==> src/design/bsfr_pkg.sv <==
// Shared types, sizes, codes and pointer helpers for the byte-stuffed frame receiver.
// Depends on nothing; all other files but bsfr_ram refer to it by scoped names.
`timescale 1ns / 1ps
`default_nettype none

package bsfr_pkg;

  // Storage sizes.
  localparam int RING_BYTES   = 32;
  localparam int PACKET_SLOTS = 8;
  localparam int RING_AW      = $clog2(RING_BYTES);
  localparam int SLOT_AW      = $clog2(PACKET_SLOTS);

  // Field widths of the request and response channels.
  localparam int REQ_W  = 2;
  localparam int DATA_W = 8;
  localparam int LEN_W  = 5;
  localparam int CNT_W  = 3;
  localparam int CFG_AW = 2;

  // Register reset values.
  localparam logic [DATA_W-1:0] START_RESET  = 8'h7E;
  localparam logic [DATA_W-1:0] ESCAPE_RESET = 8'h7D;
  localparam logic [DATA_W-1:0] ABORT_RESET  = 8'h7F;
  localparam logic [DATA_W-1:0] MASK_RESET   = 8'h20;

  typedef enum logic [REQ_W-1:0] {
    REQ_LINE    = 2'd0,
    REQ_POP     = 2'd1,
    REQ_RELEASE = 2'd2,
    REQ_STATUS  = 2'd3
  } req_e;

  typedef enum logic [CFG_AW-1:0] {
    CFG_START  = 2'd0,
    CFG_ESCAPE = 2'd1,
    CFG_ABORT  = 2'd2,
    CFG_MASK   = 2'd3
  } cfg_idx_e;

  // Status of one step, without the popped byte (that comes from the ring RAM later).
  typedef struct packed {
    logic             read_valid;
    logic [LEN_W-1:0] packet_length;
    logic [CNT_W-1:0] packets_ready;
  } step_t;

  // One complete response.
  typedef struct packed {
    logic [DATA_W-1:0] read_byte;
    logic              read_valid;
    logic [LEN_W-1:0]  packet_length;
    logic [CNT_W-1:0]  packets_ready;
  } rsp_t;

  function automatic logic [RING_AW-1:0] ring_inc(input logic [RING_AW-1:0] v);
    ring_inc = (v == RING_AW'(RING_BYTES - 1)) ? '0 : v + 1'b1;
  endfunction

  // (a - b) modulo the ring size, for a and b below it.
  function automatic logic [RING_AW-1:0] ring_dist(input logic [RING_AW-1:0] a,
                                                   input logic [RING_AW-1:0] b);
    ring_dist = (a >= b) ? a - b : RING_AW'(RING_BYTES) + a - b;
  endfunction

  function automatic logic [SLOT_AW-1:0] slot_inc(input logic [SLOT_AW-1:0] v);
    slot_inc = (v == SLOT_AW'(PACKET_SLOTS - 1)) ? '0 : v + 1'b1;
  endfunction

  function automatic logic [SLOT_AW-1:0] slot_dist(input logic [SLOT_AW-1:0] a,
                                                   input logic [SLOT_AW-1:0] b);
    slot_dist = (a >= b) ? a - b : SLOT_AW'(PACKET_SLOTS) + a - b;
  endfunction

endpackage

`default_nettype wire

==> src/design/bsfr_if.sv <==
// Valid/ready channel interfaces for requests and responses of the frame receiver.
// Depends on bsfr_pkg for field widths.
`timescale 1ns / 1ps
`default_nettype none

interface bsfr_req_if;
  logic                             valid;
  logic                             ready;
  logic [bsfr_pkg::REQ_W-1:0]       req_type;
  logic [bsfr_pkg::DATA_W-1:0]      line_byte;
  logic                             line_error;

  modport source (output valid, req_type, line_byte, line_error, input ready);
  modport sink   (input valid, req_type, line_byte, line_error, output ready);
endinterface

interface bsfr_rsp_if;
  logic                             valid;
  logic                             ready;
  logic [bsfr_pkg::DATA_W-1:0]      read_byte;
  logic                             read_valid;
  logic [bsfr_pkg::LEN_W-1:0]       packet_length;
  logic [bsfr_pkg::CNT_W-1:0]       packets_ready;

  modport source (output valid, read_byte, read_valid, packet_length, packets_ready,
                  input ready);
  modport sink   (input valid, read_byte, read_valid, packet_length, packets_ready,
                  output ready);
endinterface

`default_nettype wire

==> src/design/byte_stuffed_frame_receiver.sv <==
// Byte-stuffed frame receiver: a response is staged, then queued. Throughput is one request
// per cycle while the queue has room, set by one ring RAM access and one pointer update per
// step; a two-entry response queue lets one more request in while a response waits.
// Reset (rst_ni, asynchronous, active low) clears pointers, framing flags and the response
// path and loads the default flag, escape, abort and mask bytes; ring contents stay
// undefined and need no clearing pass.
`timescale 1ns / 1ps
`default_nettype none

module byte_stuffed_frame_receiver (
  input  wire logic                        clk_i,
  input  wire logic                        rst_ni,
  bsfr_req_if.sink                         req,
  bsfr_rsp_if.source                       rsp,
  input  wire logic                        cfg_we_i,
  input  wire logic [bsfr_pkg::CFG_AW-1:0] cfg_idx_i,
  input  wire logic [bsfr_pkg::DATA_W-1:0] cfg_data_i
);

  // Request transfer: the core applies the whole step in this cycle.
  logic                        accept;
  logic                        can_accept;
  bsfr_pkg::step_t             step_res;
  logic [bsfr_pkg::DATA_W-1:0] ring_rdata;

  assign req.ready = can_accept;
  assign accept    = req.valid && req.ready;

  // Core: de-stuffing, packet boundaries and the byte ring. Status is computed from the
  // next-state values so that it describes the state after the step.
  bsfr_core u_core (
    .clk_i       (clk_i),
    .rst_ni      (rst_ni),
    .step_i      (accept),
    .req_type_i  (req.req_type),
    .line_byte_i (req.line_byte),
    .line_error_i(req.line_error),
    .cfg_we_i    (cfg_we_i),
    .cfg_idx_i   (cfg_idx_i),
    .cfg_data_i  (cfg_data_i),
    .res_o       (step_res),
    .rdata_o     (ring_rdata)
  );

  // Response path: register the status during the ring read, then queue it.
  bsfr_outq u_outq (
    .clk_i       (clk_i),
    .rst_ni      (rst_ni),
    .step_i      (accept),
    .res_i       (step_res),
    .rdata_i     (ring_rdata),
    .can_accept_o(can_accept),
    .rsp         (rsp)
  );

  // A response without a popped byte carries a zero byte.
  a_no_byte_zero : assert property (@(posedge clk_i) disable iff (!rst_ni)
    rsp.valid && !rsp.read_valid |-> rsp.read_byte == '0)
    else $error("response without a popped byte carries a nonzero byte");

  // With no packet held the reported length is zero.
  a_len_when_empty : assert property (@(posedge clk_i) disable iff (!rst_ni)
    rsp.valid && (rsp.packets_ready == '0) |-> rsp.packet_length == '0)
    else $error("nonzero packet length with no packet held");

  // A transfer into an empty response path shows up after the staging and queue registers.
  a_latency : assert property (@(posedge clk_i) disable iff (!rst_ni)
    accept && !rsp.valid |-> ##2 rsp.valid)
    else $error("response missing two cycles after transfer");

endmodule

`default_nettype wire

==> src/design/bsfr_ram.sv <==
// Generic simple dual-port RAM: one write port, one read port with registered data.
// No dependencies.
`timescale 1ns / 1ps
`default_nettype none

module bsfr_ram #(
  parameter int WIDTH = 8,
  parameter int DEPTH = 32
) (
  input  wire logic                     clk_i,
  input  wire logic                     we_i,
  input  wire logic [$clog2(DEPTH)-1:0] waddr_i,
  input  wire logic [WIDTH-1:0]         wdata_i,
  input  wire logic                     re_i,
  input  wire logic [$clog2(DEPTH)-1:0] raddr_i,
  output logic      [WIDTH-1:0]         rdata_o
);

  logic [WIDTH-1:0] mem_q [DEPTH];
  logic [WIDTH-1:0] rdata_q;

  always_ff @(posedge clk_i) begin
    if (we_i) begin
      mem_q[waddr_i] <= wdata_i;
    end
    if (re_i) begin
      rdata_q <= mem_q[raddr_i];
    end
  end

  assign rdata_o = rdata_q;

endmodule

`default_nettype wire

==> src/design/bsfr_core.sv <==
// De-stuffing engine: config registers, packet pointers, boundary slots and the byte ring RAM.
// Depends on bsfr_pkg and bsfr_ram.
`timescale 1ns / 1ps
`default_nettype none

module bsfr_core (
  input  wire logic                          clk_i,
  input  wire logic                          rst_ni,
  input  wire logic                          step_i,
  input  wire logic [bsfr_pkg::REQ_W-1:0]    req_type_i,
  input  wire logic [bsfr_pkg::DATA_W-1:0]   line_byte_i,
  input  wire logic                          line_error_i,
  input  wire logic                          cfg_we_i,
  input  wire logic [bsfr_pkg::CFG_AW-1:0]   cfg_idx_i,
  input  wire logic [bsfr_pkg::DATA_W-1:0]   cfg_data_i,
  output bsfr_pkg::step_t                    res_o,
  output logic      [bsfr_pkg::DATA_W-1:0]   rdata_o
);

  localparam int RAW = bsfr_pkg::RING_AW;
  localparam int SAW = bsfr_pkg::SLOT_AW;

  logic [bsfr_pkg::DATA_W-1:0] start_q, escape_q, abort_q, mask_q;

  logic [SAW-1:0] wp_q, wp_d, rp_q, rp_d;
  logic [RAW-1:0] rd_ptr_q, rd_ptr_d;         // read position in the oldest packet
  logic [RAW-1:0] oldest_end_q, oldest_end_d; // end of the oldest packet
  logic [RAW-1:0] asm_start_q, asm_start_d;   // start of the packet being assembled
  logic [RAW-1:0] asm_end_q, asm_end_d;       // next free ring entry
  logic           in_frame_q, in_frame_d;
  logic           esc_q, esc_d;

  // Starts of closed packets; only slots two and more past the oldest are read.
  logic [RAW-1:0] bnd_q [bsfr_pkg::PACKET_SLOTS];
  logic           bnd_we;

  logic [SAW-1:0]              nh, nnh, rp2;
  logic                        empty, ring_full;
  logic [RAW-1:0]              cur_start;
  logic [bsfr_pkg::DATA_W-1:0] data_byte;
  logic                        ring_we, ring_re, read_valid;
  logic [RAW-1:0]              len;

  always_ff @(posedge clk_i or negedge rst_ni) begin
    if (!rst_ni) begin
      start_q  <= bsfr_pkg::START_RESET;
      escape_q <= bsfr_pkg::ESCAPE_RESET;
      abort_q  <= bsfr_pkg::ABORT_RESET;
      mask_q   <= bsfr_pkg::MASK_RESET;
    end else if (cfg_we_i) begin
      unique case (bsfr_pkg::cfg_idx_e'(cfg_idx_i))
        bsfr_pkg::CFG_START:  start_q  <= cfg_data_i;
        bsfr_pkg::CFG_ESCAPE: escape_q <= cfg_data_i;
        bsfr_pkg::CFG_ABORT:  abort_q  <= cfg_data_i;
        bsfr_pkg::CFG_MASK:   mask_q   <= cfg_data_i;
      endcase
    end
  end

  assign nh        = bsfr_pkg::slot_inc(wp_q);
  assign nnh       = bsfr_pkg::slot_inc(nh);
  assign rp2       = bsfr_pkg::slot_inc(bsfr_pkg::slot_inc(rp_q));
  assign empty     = (rp_q == wp_q);
  assign cur_start = empty ? asm_start_q : rd_ptr_q;
  assign ring_full = (bsfr_pkg::ring_inc(asm_end_q) == cur_start);
  assign data_byte = esc_q ? (line_byte_i ^ mask_q) : line_byte_i;

  always_comb begin
    wp_d         = wp_q;
    rp_d         = rp_q;
    rd_ptr_d     = rd_ptr_q;
    oldest_end_d = oldest_end_q;
    asm_start_d  = asm_start_q;
    asm_end_d    = asm_end_q;
    in_frame_d   = in_frame_q;
    esc_d        = esc_q;
    bnd_we       = 1'b0;
    ring_we      = 1'b0;
    ring_re      = 1'b0;
    read_valid   = 1'b0;
    if (step_i) begin
      unique case (bsfr_pkg::req_e'(req_type_i))
        bsfr_pkg::REQ_LINE: begin
          priority if (line_error_i) begin
            in_frame_d = 1'b0;
            esc_d      = 1'b0;
            asm_end_d  = asm_start_q;
          end else if (line_byte_i == start_q) begin
            in_frame_d = 1'b1;
            esc_d      = 1'b0;
            if (asm_start_q != asm_end_q) begin
              if (nnh == rp_q) begin
                // no free slot: drop the bytes, stay in frame
                asm_end_d = asm_start_q;
              end else begin
                wp_d        = nh;
                bnd_we      = 1'b1;
                asm_start_d = asm_end_q;
                if (empty) begin
                  rd_ptr_d     = asm_start_q;
                  oldest_end_d = asm_end_q;
                end
              end
            end
          end else if (!in_frame_q) begin
            // hunt for a start byte
          end else if (line_byte_i == abort_q) begin
            in_frame_d = 1'b0;
            esc_d      = 1'b0;
            asm_end_d  = asm_start_q;
          end else if (line_byte_i == escape_q) begin
            esc_d = 1'b1;
          end else if (ring_full) begin
            in_frame_d = 1'b0;
            esc_d      = 1'b0;
            asm_end_d  = asm_start_q;
          end else begin
            esc_d     = 1'b0;
            ring_we   = 1'b1;
            asm_end_d = bsfr_pkg::ring_inc(asm_end_q);
          end
        end
        bsfr_pkg::REQ_POP: begin
          if (!empty && (rd_ptr_q != oldest_end_q)) begin
            ring_re    = 1'b1;
            read_valid = 1'b1;
            rd_ptr_d   = bsfr_pkg::ring_inc(rd_ptr_q);
          end
        end
        bsfr_pkg::REQ_RELEASE: begin
          if (!empty) begin
            rp_d         = bsfr_pkg::slot_inc(rp_q);
            rd_ptr_d     = oldest_end_q;
            oldest_end_d = (rp2 == wp_q) ? asm_start_q : bnd_q[rp2];
          end
        end
        bsfr_pkg::REQ_STATUS: begin
        end
      endcase
    end
  end

  always_ff @(posedge clk_i or negedge rst_ni) begin
    if (!rst_ni) begin
      wp_q         <= '0;
      rp_q         <= '0;
      rd_ptr_q     <= '0;
      oldest_end_q <= '0;
      asm_start_q  <= '0;
      asm_end_q    <= '0;
      in_frame_q   <= 1'b0;
      esc_q        <= 1'b0;
    end else begin
      wp_q         <= wp_d;
      rp_q         <= rp_d;
      rd_ptr_q     <= rd_ptr_d;
      oldest_end_q <= oldest_end_d;
      asm_start_q  <= asm_start_d;
      asm_end_q    <= asm_end_d;
      in_frame_q   <= in_frame_d;
      esc_q        <= esc_d;
    end
  end

  always_ff @(posedge clk_i) begin
    if (bnd_we) begin
      bnd_q[nh] <= asm_end_q;
    end
  end

  // Status after the step.
  assign len = (rp_d != wp_d) ? bsfr_pkg::ring_dist(oldest_end_d, rd_ptr_d) : '0;

  assign res_o.read_valid    = read_valid;
  assign res_o.packet_length = bsfr_pkg::LEN_W'(len);
  assign res_o.packets_ready = bsfr_pkg::CNT_W'(bsfr_pkg::slot_dist(wp_d, rp_d));

  bsfr_ram #(
    .WIDTH(bsfr_pkg::DATA_W),
    .DEPTH(bsfr_pkg::RING_BYTES)
  ) u_ring (
    .clk_i  (clk_i),
    .we_i   (ring_we),
    .waddr_i(asm_end_q),
    .wdata_i(data_byte),
    .re_i   (ring_re),
    .raddr_i(rd_ptr_q),
    .rdata_o(rdata_o)
  );

endmodule

`default_nettype wire

==> src/design/bsfr_outq.sv <==
// Response path: one stage that waits for the ring read data, then a two-entry queue.
// Depends on bsfr_pkg and bsfr_rsp_if.
`timescale 1ns / 1ps
`default_nettype none

module bsfr_outq (
  input  wire logic                        clk_i,
  input  wire logic                        rst_ni,
  input  wire logic                        step_i,
  input  wire bsfr_pkg::step_t             res_i,
  input  wire logic [bsfr_pkg::DATA_W-1:0] rdata_i,
  output logic                             can_accept_o,
  bsfr_rsp_if.source                       rsp
);

  logic            a_valid_q;
  bsfr_pkg::step_t a_res_q;

  bsfr_pkg::rsp_t  entry_q [2];
  bsfr_pkg::rsp_t  push_entry;
  logic            wr_q, rd_q;
  logic [1:0]      cnt_q;
  logic            pop;
  logic [1:0]      occ;

  always_ff @(posedge clk_i or negedge rst_ni) begin
    if (!rst_ni) begin
      a_valid_q <= 1'b0;
    end else begin
      a_valid_q <= step_i;
    end
  end

  always_ff @(posedge clk_i) begin
    if (step_i) begin
      a_res_q <= res_i;
    end
  end

  // Ring read data is valid in the cycle after the pop.
  assign push_entry.read_byte     = a_res_q.read_valid ? rdata_i : '0;
  assign push_entry.read_valid    = a_res_q.read_valid;
  assign push_entry.packet_length = a_res_q.packet_length;
  assign push_entry.packets_ready = a_res_q.packets_ready;

  assign pop = (cnt_q != 2'd0) && rsp.ready;

  always_ff @(posedge clk_i or negedge rst_ni) begin
    if (!rst_ni) begin
      wr_q  <= 1'b0;
      rd_q  <= 1'b0;
      cnt_q <= 2'd0;
    end else begin
      if (a_valid_q) begin
        wr_q <= ~wr_q;
      end
      if (pop) begin
        rd_q <= ~rd_q;
      end
      cnt_q <= cnt_q + {1'b0, a_valid_q} - {1'b0, pop};
    end
  end

  always_ff @(posedge clk_i) begin
    if (a_valid_q) begin
      entry_q[wr_q] <= push_entry;
    end
  end

  // Queue plus staged item after this cycle's transfer must leave room for a new one.
  assign occ          = cnt_q + {1'b0, a_valid_q} - {1'b0, pop};
  assign can_accept_o = !occ[1];

  assign rsp.valid         = (cnt_q != 2'd0);
  assign rsp.read_byte     = entry_q[rd_q].read_byte;
  assign rsp.read_valid    = entry_q[rd_q].read_valid;
  assign rsp.packet_length = entry_q[rd_q].packet_length;
  assign rsp.packets_ready = entry_q[rd_q].packets_ready;

endmodule

`default_nettype wire
==> src/flat_wrapper.sv <==
// flat-port wrapper written by rule: the top's interface ports become plain ports
module byte_stuffed_frame_receiver_flat 
  (clk_i, rst_ni, cfg_we_i, cfg_idx_i, cfg_data_i, req_valid, req_req_type, req_line_byte, req_line_error, req_ready, rsp_valid, rsp_read_byte, rsp_read_valid, rsp_packet_length, rsp_packets_ready, rsp_ready);
  bsfr_req_if req_i ();
  bsfr_rsp_if rsp_i ();
  input  wire logic clk_i;
  input  wire logic rst_ni;
  input  wire logic cfg_we_i;
  input  wire logic [bsfr_pkg::CFG_AW-1:0] cfg_idx_i;
  input  wire logic [bsfr_pkg::DATA_W-1:0] cfg_data_i;
  input wire logic [$bits(req_i.valid)-1:0] req_valid;
  input wire logic [$bits(req_i.req_type)-1:0] req_req_type;
  input wire logic [$bits(req_i.line_byte)-1:0] req_line_byte;
  input wire logic [$bits(req_i.line_error)-1:0] req_line_error;
  output wire logic [$bits(req_i.ready)-1:0] req_ready;
  output wire logic [$bits(rsp_i.valid)-1:0] rsp_valid;
  output wire logic [$bits(rsp_i.read_byte)-1:0] rsp_read_byte;
  output wire logic [$bits(rsp_i.read_valid)-1:0] rsp_read_valid;
  output wire logic [$bits(rsp_i.packet_length)-1:0] rsp_packet_length;
  output wire logic [$bits(rsp_i.packets_ready)-1:0] rsp_packets_ready;
  input wire logic [$bits(rsp_i.ready)-1:0] rsp_ready;
  assign req_i.valid = req_valid;
  assign req_i.req_type = req_req_type;
  assign req_i.line_byte = req_line_byte;
  assign req_i.line_error = req_line_error;
  assign req_ready = req_i.ready;
  assign rsp_valid = rsp_i.valid;
  assign rsp_read_byte = rsp_i.read_byte;
  assign rsp_read_valid = rsp_i.read_valid;
  assign rsp_packet_length = rsp_i.packet_length;
  assign rsp_packets_ready = rsp_i.packets_ready;
  assign rsp_i.ready = rsp_ready;
  byte_stuffed_frame_receiver u_core (.clk_i(clk_i), .rst_ni(rst_ni), .req(req_i), .rsp(rsp_i), .cfg_we_i(cfg_we_i), .cfg_idx_i(cfg_idx_i), .cfg_data_i(cfg_data_i));
endmodule
==> config.mk <==
export PLATFORM = sky130hd
export DESIGN_NAME = byte_stuffed_frame_receiver_flat
export DESIGN_NICKNAME = d
export VERILOG_FILES = /design/src/design/bsfr_pkg.sv /design/src/design/bsfr_if.sv /design/src/design/byte_stuffed_frame_receiver.sv /design/src/design/bsfr_ram.sv /design/src/design/bsfr_core.sv /design/src/design/bsfr_outq.sv /design/src/flat_wrapper.sv
export SDC_FILE = /design/constraint.sdc
export NUM_CORES = 1
export LEC_CHECK = 0
export BUFFER_PORTS_ARGS = -buffer_cell sky130_fd_sc_hd__buf_2
export CAP_MARGIN = 20
export CORE_ASPECT_RATIO = 1.5
export CORE_UTILIZATION = 34
export DETAILED_ROUTE_END_ITERATION = 6
export HOLD_SLACK_MARGIN = 0.03
export PLACE_DENSITY_LB_ADDON = 0.1
export RECOVER_POWER = 100
export SYNTH_ARGS = -nofsm -noshare
export SYNTH_HDL_FRONTEND = slang
export SYNTH_SLANG_ARGS = --single-unit
==> constraint.sdc <==
create_clock -name clk_i -period 5 [get_ports clk_i]
set_clock_uncertainty 0.15 [all_clocks]
set_input_delay 1 -clock clk_i [delete_from_list [all_inputs] [get_ports clk_i]]
set_output_delay 1 -clock clk_i [all_outputs]
set_load 0.03 [all_outputs]
==> reports/results.env <==
FINAL.MIN_CLOCK_PERIOD_NS=4.55
POWER.SWITCHING_W=0.00345
GLOBAL_ROUTE_WIRE_LENGTH_BEFORE_REPAIR_UM=63300
START_UTIL_PCT=34.4
CTS_TREE='built'
POWER.DENSITY_CELL_AREA_mW_PER_MM2=541
RUN_STATUS='finished, violations left'
CTS_MADE_BUFFERS=42
DIE-AREA_MM2=0.0529
CP_DATA_REQUIRED_TIME_NS=5.12
NUMPORTBUFFERS=44
SYNTH_WARNINGS=0
FINALNETCOUNT=1129
PIN_COUNT=45
ROW_COUNT=102
CLOCK_TREE.BUFFER_DEPTH=3
WIRE_PER_INST_UM=23.3
WORSTSKEWPAIRLATENCY_NS=0.55
AVG_INST_SIZE_SYNTH_UM2=17.7
SYNTHDOMINANTCELLAREASHARE_PCT=58.9
ROUTED_VIA_DENSITY=5.04
CRIT_PATH_MAX_FANOUT=7
POST_ROUTE_CORE_UTILIZATION_PCT=39.1
DRT.ANTENNA.VIOLATING_NETS=0
DIE_W_UM=188
DETAIL_ROUTE.ITER0.VIOLATIONS=476
SYNTHESIS.INSTANCES=999
POSTCTSSETUPREPAIRBUFS=0
DRT-TOTAL-WL_UM=41700
SYNTH_ASYNC_SR_FLOP_SHARE_PCT=15.8
POWER.SHARE.SWITCHING_PCT=31.7
SEQ_POWER_SHARE_PCT=40.0
VIA_COUNT=9013
CP.ARRIVAL_NS=4.67
FINAL.HOLD.WORST_SLACK_NS=0.296
DRV_SLEW=308
SYNTHESIS.NETS=1048
SETUP_REPAIR_AFTER_GLOBAL_ROUTING_MISSED_ITS_MARGIN='no'
IR_DROP_V=0.000256
SEQCELLAREA_MM2=0.0121
NETLIST_AREA_BEFORE_PLACEMENT_MM2=0.0177
PIN_COUNT_OF_THE_BIGGEST_NET_ENTERING_GLOBAL_ROUTING=42
STATIC-LEAKAGE-POWER_nW=6.86
INITIAL_ANTENNA_VIOLATION_COUNT=0
POST_CTS.RESIZED_INSTANCES=0
MAX_CAP_VIOL_COUNT=10
FAILED_CHECKS='max-capacitance violations, max-slew violations'
WORST_PIN_SLEW_NS=1.95
DRT-PASS1-ITER-COUNT=4
SEQ_AREA_FRAC_SYNTH_PCT=68.3
VIAS_IN_THE_FIRST_GLOBAL_ROUTE=9818
DIODES=0
POSTSYNTH.TOPFLOPCELL='edfxtp_1'
NUMBER_OF_SINKS_DRIVEN_BY_THE_CLOCK_TREE=412
FINAL_HOLD_VIOL_COUNT=0
POST-ROUTE-WORST-SETUP-SLACK_NS=0.454
PLACEABLECOREAREA_MM2=0.0514
DP.FINAL_HPWL_UM=27800
FMAX_MHz=220
CRITPATHCAPTURETYPE='flop'
AREA_DELTA_SYNTH_FINAL_PCT=13.7
REPORT.POWER.TOTAL_W=0.0109
RELSLEWSLACK_PCT=-30.0
SYNTH_ENABLE_FLOP_CELLS=347
HOLDCRITPATHCLASS='reg2reg'
FILLERS=4722
TIMING.FINAL.CRIT_SHARE_PCT=90.9
FIN_SETUP_TNS_NS=0
HOLD_BUFFERS=0
SYNTH.TOP_CELLS.BY_AREA='edfxtp_1 59%, mux4_2 11%, dfrtp_1 6.4%'
PLACE_CONGESTION=0.826
DRT_DRC_VIOLATIONS_LEFT=0
GRT_USAGE_PCT=16.2
CRITICALPATHCATEGORY='reg2reg'
CHIPHEIGHT_UM=281
SYNTH.FF_LATCH_COUNT=412
POST-SYNTH-TOP-AREA-CELL='edfxtp_1'
CP-START-KIND='flop'
GRT_OVERFLOW_TOTAL=0
H-TREE-DEPTH=2
SETUP_VIOL=0
CLOCK-ROOT-BUFFER='clkbuf_16'
CLOCK_EDGE_TRANSITION_AT_THE_REGISTERS_ON_THE_REPORTED_SETUP_AND_HOLD_PATHS_NS=0.06
PORTION_OF_TOTAL_POWER_ATTRIBUTED_TO_THE_CLOCK_NETWORK_PCT=28.8
AREA_OCCUPIED_BY_MULTI_INPUT_GATES_MM2=0.00534
INTERNAL-POWER_W=0.00743
PWR-SHARE-COMB_PCT=31.2
DPL_WORST_SLACK_NS=0.215
YS_TYPES=64
LAYOUT-DRIVE-GT1-SHARE_PCT=25.2
-- per-layer routing --
metal  part of all wire, %  wire, um  up-vias  global-route usage, %
met4                   2.1       878        0                   4.96
met1                    40     16700     4743                   18.8
met5                     0         0        -                      0
li1                      -         -     4109                      -
met2                    55     23100      105                   30.7
met3                   2.4       980       56                   2.07
-- cell usage after synthesis, drive strengths merged, types with 2 or more instances --
cell type	count
edfxtp	347
mux4	90
mux2	61
dfrtp	45
nor2	38
xnor2	38
and3	36
clkbuf	31
xor2	29
nand2	28
a21oi	24
ha	21
inv	21
dfstp	20
and2	16
o21ai	16
buf	15
mux2i	13
nor3	13
nand3	9
nor3b	7
nor4	6
a21o	5
a221o	5
a31oi	5
nand2b	5
or3	5
a211oi	4
o221ai	4
or2	4
a22oi	3
nand3b	3
nor2b	3
nor4b	3
o21a	3
o31ai	3
fa	2
nand4	2
o22ai	2
or4	2
or4b	2
-- layout by cell type (no fill, tap or decap), types with 28 or more instances in the layout --
cell,netlist,final
and3_1,36,36
xor2_1,28,29
nor2_1,38,38
dfrtp_1,45,43
mux2_2,61,50
clkbuf_16,0,42
edfxtp_1,347,347
xnor2_1,38,34
clkbuf_1,30,52
nand2_1,28,28
mux4_2,90,90
-- sequential cells by signal (all words and copies together) (netlist names), 8 cells and up --
signal / count
u_core.u_core.u_ring.mem_q: 256
u_core.u_core.bnd_q: 40
u_core.u_core.mask_q: 8
u_core.u_core.start_q: 8
u_core.u_core.abort_q: 8
u_core.u_core.u_ring.rdata_o: 8
u_core.u_core.escape_q: 8
u_core.u_outq.a_res_q: 9
u_core.u_outq.entry_q: 34
-- worst max-delay path, cell delays in order (launching register included) --
cell and delay [ns]:
dfrtp_1 0.45, ha_1 0.23, ha_1 0.32, xor2_1 0.81
mux4_2 0.60, mux2i_1 0.27, a211oi_1 0.14, a21oi_1 0.15
o221ai_1 0.22, ha_1 0.39, a21oi_1 0.16, xor2_1 0.19
xnor2_1 0.14, a31oi_1 0.05
-- path summary, 6_finish.rpt --
path,cells past startpoint,to,from,slack [ns]
setup / recovery,13,u_core.u_outq.a_res_q[7],u_core.u_core.rp_q[0],0.45
hold / removal,0,u_core.u_outq.entry_q[1][1],u_core.u_outq.a_res_q[1],0.30
setup reg to reg,13,u_core.u_outq.a_res_q[7],u_core.u_core.rp_q[0],0.45
hold reg to reg,0,u_core.u_outq.entry_q[1][1],u_core.u_outq.a_res_q[1],0.30
max in group asynchronous,2,u_core.u_core.rd_ptr_q[0],rst_ni,0.99
min in group asynchronous,1,u_core.u_core.abort_q[7],rst_ni,0.84
-- cell type report --
cell class	count	share of cell area (%)
clock buffer	55	5.67
inverter	21	0.392
tap	676	4.21
sequential	412	60.1
clock inverter	20	1.12
timing repair buffer	83	1.96
multi-input combinational	520	26.6
-- per-stage QoR --
step / area, um^2 / cells
4_1_cts: 20300 / 1787
3_5_place_dp: 18900 / 1712
2_1_floorplan: 17700 / 999
5_1_grt: 20100 / 1787
3_3_place_gp: 18900 / 1712
6_report: 20100 / 1787
-- cell families after synthesis --
logic type               count (synthesis)  synth area share (%)
multiplexers                           164                  16.1
flip-flops                             412                  68.3
buffers and inverters                   67                  1.52
AO/OA/AOI/OAI                           82                  3.09
XOR/XNOR                                67                  3.36
AND/OR/NAND/NOR                        184                  5.94
adder cells (fa/ha/maj)                 23                  1.71
-- power groups by stage --
stage | clock, W | combinational (W) | sequential, W
finish | 0.00314 | 0.00339 | 0.00435
global route | 0.00335 | 0.00369 | 0.00440
CTS | 0.00324 | 0.00359 | 0.00436
detailed placement | 0 | 0.00357 | 0.00443
global placement | 0 | 0.00358 | 0.00443
floorplan | 0 | 0.00253 | 0.00431
Note: power is estimated with default switching activity, not from simulation.
